## config.mk

```make
export PLATFORM = sky130hd
export DESIGN_NAME = adsr_envelope_generator
export DESIGN_NICKNAME = d
export VERILOG_FILES = /design/src/hw/rtl/adsr_pkg.sv /design/src/hw/rtl/adsr_envelope_generator.sv
export SDC_FILE = /design/constraint.sdc
export NUM_CORES = 1
export LEC_CHECK = 0
export ABC_CLOCK_PERIOD_IN_PS = 15200
export BUFFER_PORTS_ARGS = -buffer_cell sky130_fd_sc_hd__buf_2
export CORE_AREA = 2 2 224 226
export DETAILED_ROUTE_END_ITERATION = 8
export DIE_AREA = 0 0 226 228
export PLACE_DENSITY = 0.46
export SETUP_SLACK_MARGIN = 0.05
export SKIP_LAST_GASP = 1
export SLEW_MARGIN = 20
export SYNTH_ARGS = -nofsm -noshare
export SYNTH_HDL_FRONTEND = slang
export SYNTH_SLANG_ARGS = --single-unit
```

## constraint.sdc

```tcl
create_clock -name clk -period 15.2 [get_ports clk]
set_input_delay 2.28 -clock clk [delete_from_list [all_inputs] [get_ports clk]]
set_output_delay 2.28 -clock clk [all_outputs]
set_load 0.1 [all_outputs]
```

## src/hw/rtl/adsr_pkg.sv

```systemverilog
// ----------------------------------------------------------------------------
// adsr_pkg
// Shared types, constants and the control program of the envelope sequencer.
// ----------------------------------------------------------------------------
package adsr_pkg;

    localparam int LEN_W   = 16;
    localparam int LVL_W   = 12;
    localparam int STAGE_W = 3;
    localparam int PROD_W  = LEN_W + LVL_W;
    localparam int CNT_W   = 4;
    localparam int STEP_W  = 3;
    localparam int CFG_IDX_W  = 2;
    localparam int CFG_DATA_W = 16;

    localparam logic [LEN_W-1:0] MAX_STAGE_TICKS = 16'd60000;
    localparam logic [LVL_W-1:0] OUT_MAX         = 12'd4095;
    localparam logic [CNT_W-1:0] DIV_LAST        = 4'd11;

    // reset values of the configuration registers
    localparam logic [LEN_W-1:0] ATTACK_RST  = 16'd6000;
    localparam logic [LEN_W-1:0] DECAY_RST   = 16'd6000;
    localparam logic [LVL_W-1:0] SUSTAIN_RST = 12'd2047;
    localparam logic [LEN_W-1:0] RELEASE_RST = 16'd6000;

    // configuration register indexes
    localparam logic [CFG_IDX_W-1:0] REG_ATTACK  = 2'd0;
    localparam logic [CFG_IDX_W-1:0] REG_DECAY   = 2'd1;
    localparam logic [CFG_IDX_W-1:0] REG_SUSTAIN = 2'd2;
    localparam logic [CFG_IDX_W-1:0] REG_RELEASE = 2'd3;

    // envelope stages
    localparam logic [STAGE_W-1:0] ST_IDLE    = 3'd0;
    localparam logic [STAGE_W-1:0] ST_ATTACK  = 3'd1;
    localparam logic [STAGE_W-1:0] ST_DECAY   = 3'd2;
    localparam logic [STAGE_W-1:0] ST_SUSTAIN = 3'd3;
    localparam logic [STAGE_W-1:0] ST_RELEASE = 3'd4;

    // program steps
    localparam logic [STEP_W-1:0] STEP_IDLE   = 3'd0;
    localparam logic [STEP_W-1:0] STEP_SETUP  = 3'd1;
    localparam logic [STEP_W-1:0] STEP_INIT   = 3'd2;
    localparam logic [STEP_W-1:0] STEP_DIV    = 3'd3;
    localparam logic [STEP_W-1:0] STEP_COMMIT = 3'd4;

    // datapath operations
    localparam logic [2:0] OP_ACCEPT   = 3'd0;
    localparam logic [2:0] OP_SETUP    = 3'd1;
    localparam logic [2:0] OP_DIV_INIT = 3'd2;
    localparam logic [2:0] OP_DIV_STEP = 3'd3;
    localparam logic [2:0] OP_COMMIT   = 3'd4;

    // jump conditions
    localparam logic [2:0] COND_NO_IN    = 3'd0;
    localparam logic [2:0] COND_DIRECT   = 3'd1;
    localparam logic [2:0] COND_ALWAYS   = 3'd2;
    localparam logic [2:0] COND_CNT_NZ   = 3'd3;
    localparam logic [2:0] COND_OUT_BUSY = 3'd4;

    typedef struct packed {
        logic [2:0]        op;
        logic [2:0]        cond;
        logic [STEP_W-1:0] tgt_true;
        logic [STEP_W-1:0] tgt_false;
    } uc_word_t;

    function automatic uc_word_t uc_rom(input logic [STEP_W-1:0] step);
        uc_word_t w;
        case (step)
            STEP_IDLE:   w = '{OP_ACCEPT,   COND_NO_IN,    STEP_IDLE,   STEP_SETUP};
            STEP_SETUP:  w = '{OP_SETUP,    COND_DIRECT,   STEP_COMMIT, STEP_INIT};
            STEP_INIT:   w = '{OP_DIV_INIT, COND_ALWAYS,   STEP_DIV,    STEP_DIV};
            STEP_DIV:    w = '{OP_DIV_STEP, COND_CNT_NZ,   STEP_DIV,    STEP_COMMIT};
            STEP_COMMIT: w = '{OP_COMMIT,   COND_OUT_BUSY, STEP_COMMIT, STEP_IDLE};
            default:     w = '{OP_COMMIT,   COND_ALWAYS,   STEP_IDLE,   STEP_IDLE};
        endcase
        return w;
    endfunction

    function automatic logic [LEN_W-1:0] sat_len(input logic [LEN_W-1:0] v);
        return (v > MAX_STAGE_TICKS) ? MAX_STAGE_TICKS : v;
    endfunction

endpackage

```

## src/hw/rtl/adsr_envelope_generator.sv

```systemverilog
// ----------------------------------------------------------------------------
// adsr_envelope_generator
// Linear ADSR envelope, one level and stage per gate tick, run by a
// microcoded sequencer over a multiplier and a shift-subtract divider.
// ----------------------------------------------------------------------------
// a tick runs through accept, setup, divider load, 12 quotient bits and commit
//   when a division is needed, and through accept, setup and commit otherwise
// a tick is taken only once the last one is committed, so the 12-step divider
//   loop sets the tick rate; the next tick is taken while the result waits
// reset: stage idle, gate low, counter zero, registers at their defaults
module adsr_envelope_generator
    import adsr_pkg::*;
(
    input  logic                  clk,
    input  logic                  rst_n,
    // configuration writes
    input  logic                  cfg_write,
    input  logic [CFG_IDX_W-1:0]  cfg_index,
    input  logic [CFG_DATA_W-1:0] cfg_data,
    // tick input
    input  logic                  in_valid,
    output logic                  in_ready,
    input  logic                  gate,
    // envelope output
    output logic                  out_valid,
    input  logic                  out_ready,
    output logic [LVL_W-1:0]      level,
    output logic [STAGE_W-1:0]    phase
);

    // configuration registers
    logic [LEN_W-1:0] attack_reg;
    logic [LEN_W-1:0] decay_reg;
    logic [LVL_W-1:0] sustain_reg;
    logic [LEN_W-1:0] release_reg;

    // envelope state
    logic [STAGE_W-1:0] stage_reg, stage_next;
    logic               gate_prev_reg, gate_prev_next;
    logic [LEN_W-1:0]   tick_reg, tick_next;

    // sequencer
    logic [STEP_W-1:0] step_reg, step_next;
    uc_word_t          uc;
    logic              cond_hit;

    // datapath
    logic [PROD_W-1:0] prod_reg, prod_next;
    logic [LEN_W-1:0]  div_reg, div_next;      // divisor, also the stage length
    logic [LVL_W-1:0]  base_reg, base_next;    // constant level or decay offset
    logic [LEN_W-1:0]  rem_reg, rem_next;
    logic [LVL_W-1:0]  num_reg, num_next;      // low dividend bits, shifted out
    logic [LVL_W-1:0]  quot_reg, quot_next;
    logic [CNT_W-1:0]  cnt_reg, cnt_next;

    // output register
    logic               out_valid_reg, out_valid_next;
    logic [LVL_W-1:0]   level_reg, level_next;
    logic [STAGE_W-1:0] phase_reg, phase_next;

    // setup decode
    logic [LEN_W-1:0] len_sel;
    logic [LEN_W-1:0] remain;
    logic [LEN_W-1:0] mul_a;
    logic [LVL_W-1:0] mul_b;
    logic [LVL_W-1:0] offset;
    logic [LVL_W-1:0] direct_val;
    logic             direct;

    // divider step
    logic [LEN_W:0] trial;
    logic [LEN_W:0] diff;
    logic           qbit;

    logic in_xfer;
    logic out_free;
    logic [STAGE_W-1:0] stage_eff;

    assign in_ready  = (step_reg == STEP_IDLE);
    assign in_xfer   = in_valid && in_ready;
    assign out_free  = !out_valid_reg || out_ready;
    assign out_valid = out_valid_reg;
    assign level     = level_reg;
    assign phase     = phase_reg;

    // configuration port, no read-back
    always_ff @(posedge clk or negedge rst_n)
    begin
        if (!rst_n)
        begin
            attack_reg  <= ATTACK_RST;
            decay_reg   <= DECAY_RST;
            sustain_reg <= SUSTAIN_RST;
            release_reg <= RELEASE_RST;
        end
        else if (cfg_write)
        begin
            case (cfg_index)
                REG_ATTACK:  attack_reg  <= cfg_data;
                REG_DECAY:   decay_reg   <= cfg_data;
                REG_SUSTAIN: sustain_reg <= cfg_data[LVL_W-1:0];
                REG_RELEASE: release_reg <= cfg_data;
                default:     ;
            endcase
        end
    end

    // control word fetch and branch
    assign uc = uc_rom(step_reg);

    always_comb
    begin
        case (uc.cond)
            COND_NO_IN:    cond_hit = !in_xfer;
            COND_DIRECT:   cond_hit = direct;
            COND_ALWAYS:   cond_hit = 1'b1;
            COND_CNT_NZ:   cond_hit = (cnt_reg != '0);
            COND_OUT_BUSY: cond_hit = !out_free;
            default:       cond_hit = 1'b1;
        endcase
        step_next = cond_hit ? uc.tgt_true : uc.tgt_false;
    end

    // operand selection for the current stage (tick count before increment)
    always_comb
    begin
        case (stage_reg)
            ST_ATTACK:  len_sel = sat_len(attack_reg);
            ST_DECAY:   len_sel = sat_len(decay_reg);
            ST_RELEASE: len_sel = sat_len(release_reg);
            default:    len_sel = '0;
        endcase
        remain     = (tick_reg >= len_sel) ? '0 : len_sel - tick_reg;
        mul_a      = remain;
        mul_b      = sustain_reg;
        offset     = '0;
        direct     = 1'b1;
        direct_val = '0;
        case (stage_reg)
            ST_ATTACK:
            begin
                // counter at or past the length saturates at full scale
                mul_a      = tick_reg;
                mul_b      = OUT_MAX;
                direct     = (tick_reg >= len_sel);
                direct_val = OUT_MAX;
            end
            ST_DECAY:
            begin
                mul_b      = OUT_MAX - sustain_reg;
                offset     = sustain_reg;
                direct     = (len_sel == '0);
                direct_val = sustain_reg;
            end
            ST_SUSTAIN:
            begin
                direct_val = sustain_reg;
            end
            ST_RELEASE:
            begin
                direct = (len_sel == '0);
            end
            default: ;
        endcase
    end

    // one quotient bit per cycle, remainder stays below the divisor
    assign trial = {rem_reg, num_reg[LVL_W-1]};
    assign diff  = trial - {1'b0, div_reg};
    assign qbit  = (trial >= {1'b0, div_reg});

    assign stage_eff = (stage_reg > ST_RELEASE) ? ST_IDLE : stage_reg;

    always_comb
    begin
        stage_next     = stage_reg;
        gate_prev_next = gate_prev_reg;
        tick_next      = tick_reg;
        prod_next      = prod_reg;
        div_next       = div_reg;
        base_next      = base_reg;
        rem_next       = rem_reg;
        num_next       = num_reg;
        quot_next      = quot_reg;
        cnt_next       = cnt_reg;
        out_valid_next = out_valid_reg && !out_ready;
        level_next     = level_reg;
        phase_next     = phase_reg;

        case (uc.op)
            OP_ACCEPT:
            begin
                if (in_xfer)
                begin
                    gate_prev_next = gate;
                    if (gate && !gate_prev_reg)
                    begin
                        // rising edge restarts attack, even from release
                        stage_next = ST_ATTACK;
                        tick_next  = '0;
                    end
                    else if (!gate && gate_prev_reg)
                    begin
                        stage_next = ST_RELEASE;
                        tick_next  = '0;
                    end
                    else
                    begin
                        stage_next = stage_eff;
                    end
                end
            end
            OP_SETUP:
            begin
                prod_next = PROD_W'(mul_a) * PROD_W'(mul_b);
                div_next  = len_sel;
                base_next = direct ? direct_val : offset;
                quot_next = '0;
            end
            OP_DIV_INIT:
            begin
                rem_next = prod_reg[PROD_W-1:LVL_W];
                num_next = prod_reg[LVL_W-1:0];
                cnt_next = DIV_LAST;
            end
            OP_DIV_STEP:
            begin
                rem_next  = qbit ? diff[LEN_W-1:0] : trial[LEN_W-1:0];
                num_next  = {num_reg[LVL_W-2:0], 1'b0};
                quot_next = {quot_reg[LVL_W-2:0], qbit};
                cnt_next  = cnt_reg - 1'b1;
            end
            OP_COMMIT:
            begin
                if (out_free)
                begin
                    out_valid_next = 1'b1;
                    level_next     = base_reg + quot_reg;
                    phase_next     = stage_reg;
                    // advance the counter or move on once it reaches the length
                    if (stage_reg inside {ST_ATTACK, ST_DECAY, ST_RELEASE})
                    begin
                        if (tick_reg >= div_reg)
                        begin
                            tick_next = '0;
                            case (stage_reg)
                                ST_ATTACK: stage_next = ST_DECAY;
                                ST_DECAY:  stage_next = ST_SUSTAIN;
                                default:   stage_next = ST_IDLE;
                            endcase
                        end
                        else
                        begin
                            tick_next = tick_reg + 1'b1;
                        end
                    end
                end
            end
            default: ;
        endcase
    end

    always_ff @(posedge clk or negedge rst_n)
    begin
        if (!rst_n)
        begin
            step_reg      <= STEP_IDLE;
            stage_reg     <= ST_IDLE;
            gate_prev_reg <= 1'b0;
            tick_reg      <= '0;
            out_valid_reg <= 1'b0;
            cnt_reg       <= '0;
        end
        else
        begin
            step_reg      <= step_next;
            stage_reg     <= stage_next;
            gate_prev_reg <= gate_prev_next;
            tick_reg      <= tick_next;
            out_valid_reg <= out_valid_next;
            cnt_reg       <= cnt_next;
        end
    end

    // payload registers
    always_ff @(posedge clk)
    begin
        prod_reg  <= prod_next;
        div_reg   <= div_next;
        base_reg  <= base_next;
        rem_reg   <= rem_next;
        num_reg   <= num_next;
        quot_reg  <= quot_next;
        level_reg <= level_next;
        phase_reg <= phase_next;
    end

    // an accepted tick always goes on to operand setup
    a_accept_setup: assert property (@(posedge clk) disable iff (!rst_n)
        in_valid && in_ready |=> step_reg == STEP_SETUP)
        else $error("accepted tick did not enter setup");

    // a full output register holds the sequencer in commit
    a_commit_stall: assert property (@(posedge clk) disable iff (!rst_n)
        step_reg == STEP_COMMIT && out_valid && !out_ready
        |=> step_reg == STEP_COMMIT && out_valid)
        else $error("commit overran a waiting result");

    // divider remainder stays below the divisor
    a_rem_bound: assert property (@(posedge clk) disable iff (!rst_n)
        step_reg == STEP_DIV |-> rem_reg < div_reg)
        else $error("divider remainder out of range");

    // reported stage is a defined stage
    a_phase_range: assert property (@(posedge clk) disable iff (!rst_n)
        out_valid |-> phase <= ST_RELEASE)
        else $error("result carries an undefined stage");

endmodule
```

# --- After elaboration in Yosys (flattened, before gate mapping) ---
# Cells that the tools add are included.
op_classes:
  add_sub_neg: 6
  mul: 1
  magnitude_cmp: 7
  n_eq_ne: 24
  muxes: 37
  n_reduce_logical: 31
op_table:
  columns: ["operator", "n"]
  rows:
  - ["$mux 16", 12]
  - ["$pmux 12 s2", 4]
  - ["$pmux 16 s2", 2]
  - ["$pmux 12 s5", 1]
  - ["$gt 16x16->1 const B", 3]
  - ["$pmux 16 s3", 1]
  - ["$ge 16x16->1", 2]
  - ["$sub 16x16->16", 2]
  - ["$mul 16x12->28", 1]
  - ["$mux 12", 2]
  - ["$mux 3", 8]
  - ["$eq 3x2->1 const B", 7]
  - ["$ge 17x16->1", 1]
  - ["$add 16x1->16 const B", 1]
  - ["$logic_not 16->1", 1]
  - ["$add 12x12->12", 1]
  - ["$eq 3x1->1 const B", 4]
  - ["$eq 3x3->1 const B", 4]
  - ["$reduce_and 2->1", 6]
  - ["$sub 12x12->12 const A", 1]
  - ["$logic_not 3->1", 3]
  - ["$ne 2x2->1 const B", 4]
  - ["$pmux 4 s2", 1]
  - ["$logic_not 1->1", 6]
  - ["other kinds (20)", 28]
word_totals:
  regBits: 199
  input_bits: 24
  output_inout_bits: 17
  elab_cells: 124

# --- Logic depth before layout (Yosys ltp) ---
depth:
  word_depth: 7
  depth_mapped: 39
  mapped_depth_nobuf: 36

# --- Worst setup path before layout ---
# OpenSTA, ideal clock, no wires.
synth_timing:
  path_kind: "reg2reg"
  startpoint: "register attack_reg[1]"
  endpoint: "register prod_reg[27], data pin"
  setup_ns: 0.260
  t_arrival_ns: 8.157
  required_ns: 14.940
  path_slack_ns: 6.783
  path_stages_with_launch: 34
  path_buffers: 0
  period_less_slack_ns: 8.417
  cell_sequence: "dfrtp_1 -> nor4_1 -> nand2_1 -> or4_1 -> a31oi_4 -> a222oi_1 -> ha_1 -> fa_1 -> nor2b_1 -> o21ai_1 -> a21boi_2 -> o21ai_1 -> a21oi_2 -> o21a_1 -> or4b_1 -> nand2_2 -> nand2_1 -> fa_1 -> fa_1 -> inv_1 -> fa_1 -> fa_1 -> inv_1 -> fa_1 -> inv_1 -> ha_1 -> a21oi_1 -> inv_1 -> a21oi_1 -> o21ai_0 -> a41oi_1 -> o311ai_0 -> a221o_1 -> xnor2_1"
synth_between:
  elab_chain_len: 7
  word_cells_on_any_way: 8
  cone_classes: "add/sub: 1; mul: 1; order compare: 2; mux: 4"
synth_lines:
  columns: ["element", "line_no", "source"]
  rows:
  - ["start, declared", "adsr_envelope_generator.sv:32", "logic [LEN_W-1:0] attack_reg;"]
  - ["start signal, assigned", "adsr_envelope_generator.sv:99", "REG_ATTACK: attack_reg <= cfg_data;"]
  - ["$gt 16x16->1", "adsr_pkg.sv:81", "return (v > MAX_STAGE_TICKS) ? MAX_STAGE_TICKS : v;"]
  - ["$mux 16 (*)", "adsr_pkg.sv:81", null]
  - ["$pmux 16 s3 (*)", "adsr_envelope_generator.sv:127", "case (stage_reg)"]
  - ["$sub 16x16->16 or $ge 16x16->1 (tied branches)", "adsr_envelope_generator.sv:133", "remain = (tick_reg >= len_sel) ? '0 : len_sel - tick_reg;"]
  - ["$mux 16 (*)", "adsr_envelope_generator.sv:133", null]
  - ["$mux 16 (*)", "adsr_envelope_generator.sv:139", "case (stage_reg)"]
  - ["$mul 16x12->28 (*)", "adsr_envelope_generator.sv:215", "prod_next = PROD_W'(mul_a) * PROD_W'(mul_b);"]
  - ["end signal, assigned", "adsr_envelope_generator.sv:288", "prod_reg <= prod_next;"]
  - ["end, declared", "adsr_envelope_generator.sv:48", "logic [PROD_W-1:0] prod_reg, prod_next;"]
# Mark *: on every way between the ends. The rest lies on a longest branch, timed or not.
# A chain may end at the register's enable or synchronous reset.

# --- Final worst setup path ---
layout_timing:
  startpoint: "register stage_reg[2]"
  endpoint: "register prod_reg[27], data pin"
layout_between:
  elab_chain_len: 6
  word_cells_on_any_way: 10
  cone_classes: "add/sub: 1; mul: 1; order compare: 1; eq/ne: 3; mux: 4"
layout_lines:
  columns: ["element", "line_no", "source"]
  rows:
  - ["start, declared", "adsr_envelope_generator.sv:38", "logic [STAGE_W-1:0] stage_reg, stage_next;"]
  - ["start signal, assigned", "adsr_envelope_generator.sv:277", "stage_reg <= stage_next;"]
  - ["$eq 3x3->1, or another cell as far along", "adsr_envelope_generator.sv:127", null]
  - ["$pmux 16 s3", "adsr_envelope_generator.sv:127", null]
  - ["$sub 16x16->16 or $ge 16x16->1 (tied branches)", "adsr_envelope_generator.sv:133", null]
  - ["$mux 16", "adsr_envelope_generator.sv:133", null]
  - ["$mux 16", "adsr_envelope_generator.sv:139", null]
  - ["$mul 16x12->28 (*)", "adsr_envelope_generator.sv:215", null]
# Marked as above.

==> results.cfg <==
[run_status]
status = finished clean

[final_layout]
fill_cells = 5018
finalCoreUtilization_pct = 37.8
drive_gt1_share_pct = 11.8
synthToLayoutAreaGrowth_pct = 9.39
antenna_cells = 0
largest_register_ffs = 28
nets = 2059
final_area_mm2 = 0.0187

[critical_path]
r2r_cells = 31
start_kind = flip-flop
worstPathMaxFanout = 13
slowest_stage = nor2b_1
regToRegSetupSlack_ns = 4.98
endpoint_kind = flip-flop
worstPathArrival_ns = 10.44
slowest_delay_ns = 0.70
cpMostUsedCell = fa_1
r2r_start = stage_reg[2]
startpoint = stage_reg[2]
critical_path_class = flip-flop to flip-flop
r2r_end = prod_reg[27]
cp-endpoint = prod_reg[27]
crit_required_ns = 15.42

[route]
wl_met3_um = 1870
drt-met1-wl_um = 23400
via_count = 12200
viasPerCell = 4.97
post-route-drc-count = 0
post_drt_wl_per_cell_um = 18.9
ant_nets = 0
highest_layer = met4
drt_iter0_drc = 897
route.met2.wl_um = 20300
drt_first_pass_iters = 8
drt-total-wl_um = 46200

[yosys]
synth-seq-cells = 199
seq_area_frac_synth_pct = 32.7
synth_top_area_share_pct = 19.5
synthAdderAreaFrac_pct = 26.3
yosysMostFrequentCell = inv_1
ys_warn_count = 0
async_flop_share_pct = 44.2
synth_area_per_cell_um2 = 9.84
synth_edf_count = 111
synth-simple-area-share_pct = 14.9
yosys-top-cells-area = edfxtp_1 (20%), fa_1 (17%), ha_1 (9.5%)
synth_area_mm2 = 0.0171
syn_nets = 2032
synthMuxAreaShare_pct = 5.09
synth_commonest_cells = inv_1 (245), nand2_1 (237), fa_1 (143)
synth_cell_types = 76
synth_cells = 1735
synthXorXnorAreaFrac_pct = 2.98
ys.flop_type = edfxtp_1
synth_top_cell_by_area = edfxtp_1
synth_compound_area_share_pct = 11.2
synth_top_family_by_area = adder cells

[die]
initial_core_util_pct = 34.6
num_rows = 82
core_area_mm2 = 0.0493
io_pins = 41
dieArea_mm2 = 0.0515
die_h_um = 228
dieWidth_um = 226

[sta]
drv_slew = 0
finalSetupViolations = 0
setup_ws_ns = 4.98
worst_clock_skew_ns = 0.0158
fin_crit_ns = 10.22
tightest_slew_ns = 1.11
finalCritPeriodShare_pct = 67.2
slew_headroom_pct = 25.5
fmax_ghz = 0.0978
fin_tns_setup_ns = 0
finalHoldViolCount = 0
rsz0062_at_grt = false

[placement]
io_buffers = 40
gp_congestion = 0.879
hpwl_um = 36300
post-place-ws_ns = 4.99
placed_area_mm2 = 0.0181

[run]
maxCapViolations = 0

[cts]
cts_tree = done
ctsHtreeMaxLevel = 4
clockBufferDepth = 2
cts-hold-fix-buffers = 0
numCtsBuffers = 17
cts_root_buf = clkbuf_16
cts_sinks = 199
postCtsSetupRepairBufs = 0
clk_pin_slew_ns = 0.09
post_cts_resized = 0
worst_skew_pair.late_latency_ns = 0.47

[global_route]
first_global_vias = 12400
grt_pass1_wl_um = 73600
grt_antenna_before_repair = 1
track_usage_pct = 18.7
grt_overflow = 0
grt_max_degree = 60

[min_path]
hp-class = flip-flop to flip-flop
## worst min-delay path by stage
| stage | startpoint | slack [ns] | cells after the start | end |
|---|---|---|---|---|
| floorplan | cnt_reg[0] | 0.48 | 1 | cnt_reg[0] |
| global placement | num_reg[0] | 0.49 | 2 | num_reg[1] |
| detailed placement | num_reg[1] | 0.50 | 2 | num_reg[2] |
| CTS | num_reg[0] | 0.51 | 2 | num_reg[1] |
| global route | prod_reg[2] | 0.53 | 2 | num_reg[2] |
| finish | num_reg[0] | 0.51 | 2 | num_reg[1] |
## placed cells by master (no fill, tap or decap), types with 7 or more instances in the layout
master       n
xor2_1       8
clkbuf_16   17
nand4_1     13
o21a_1      25
o21ai_1      9
a21o_1      32
or3_1        9
buf_4       24
and3_1      15
dfstp_2     32
a31oi_1      8
nand2_1    237
mux2_2      62
buf_2       39
a22o_1       7
dfrtp_1     56
nor2b_1     22
a21oi_1     61
xnor2_1     50
inv_1      245
mux2i_1     17
fa_1       143
edfxtp_1   111
a22oi_1      7
nor2_1      96
a222oi_1     7
and2_1      50
nand2b_1    10
nor3_1      36
o22ai_1      8
o21ai_0     51
ha_1       130
nand3_1     32
o211ai_1     7
## cells by family after synthesis
group | count (synthesis)
AOI/OAI and AO/OA | 278
xor gates and xnor gates | 58
adders and majority gates | 273
buffers and inverters | 300
DFF | 199
muxes | 79
and+or+nand+nor | 548
## through the flow
stage	std cells	hold WS, ns
floorplan	1735	0.475
global route	2447	0.526
global placement	2415	0.489
CTS	2447	0.515
detailed placement	2415	0.497
finish	2447	0.509
## layer usage
layer	global-route usage, %	vias to the layer above
li1	-	5893
met1	28.4	6035
met2	28.4	212
met3	2.19	33
met4	4.24	0
met5	0	-
## final cells by class
class / instances / area (um2) / share of cell area [%]
Clock buffer: 17 / 425 / 2.28
Clock inverter: 15 / 190 / 1.02
Inverter: 245 / 920 / 4.93
Multi-Input combinational cell: 1236 / 10300 / 55.4
Sequential cell: 199 / 5580 / 29.9
Tap cell: 672 / 841 / 4.50
Timing Repair Buffer: 63 / 375 / 2.01
## critical path, delay by kind of cell, from the launching register on
kind                     cells  cell delay (ns)
flip-flops                   1             0.54
AO/OA/AOI/OAI               12             3.50
XOR/XNOR                     1             0.12
AND/OR/NAND/NOR              6             2.02
buffers and inverters        4             0.30
adder cells (fa/ha/maj)      8             3.46
Power is not shown: default switching activity piles up to over one toggle a cycle in this logic, so the estimate is an artifact.
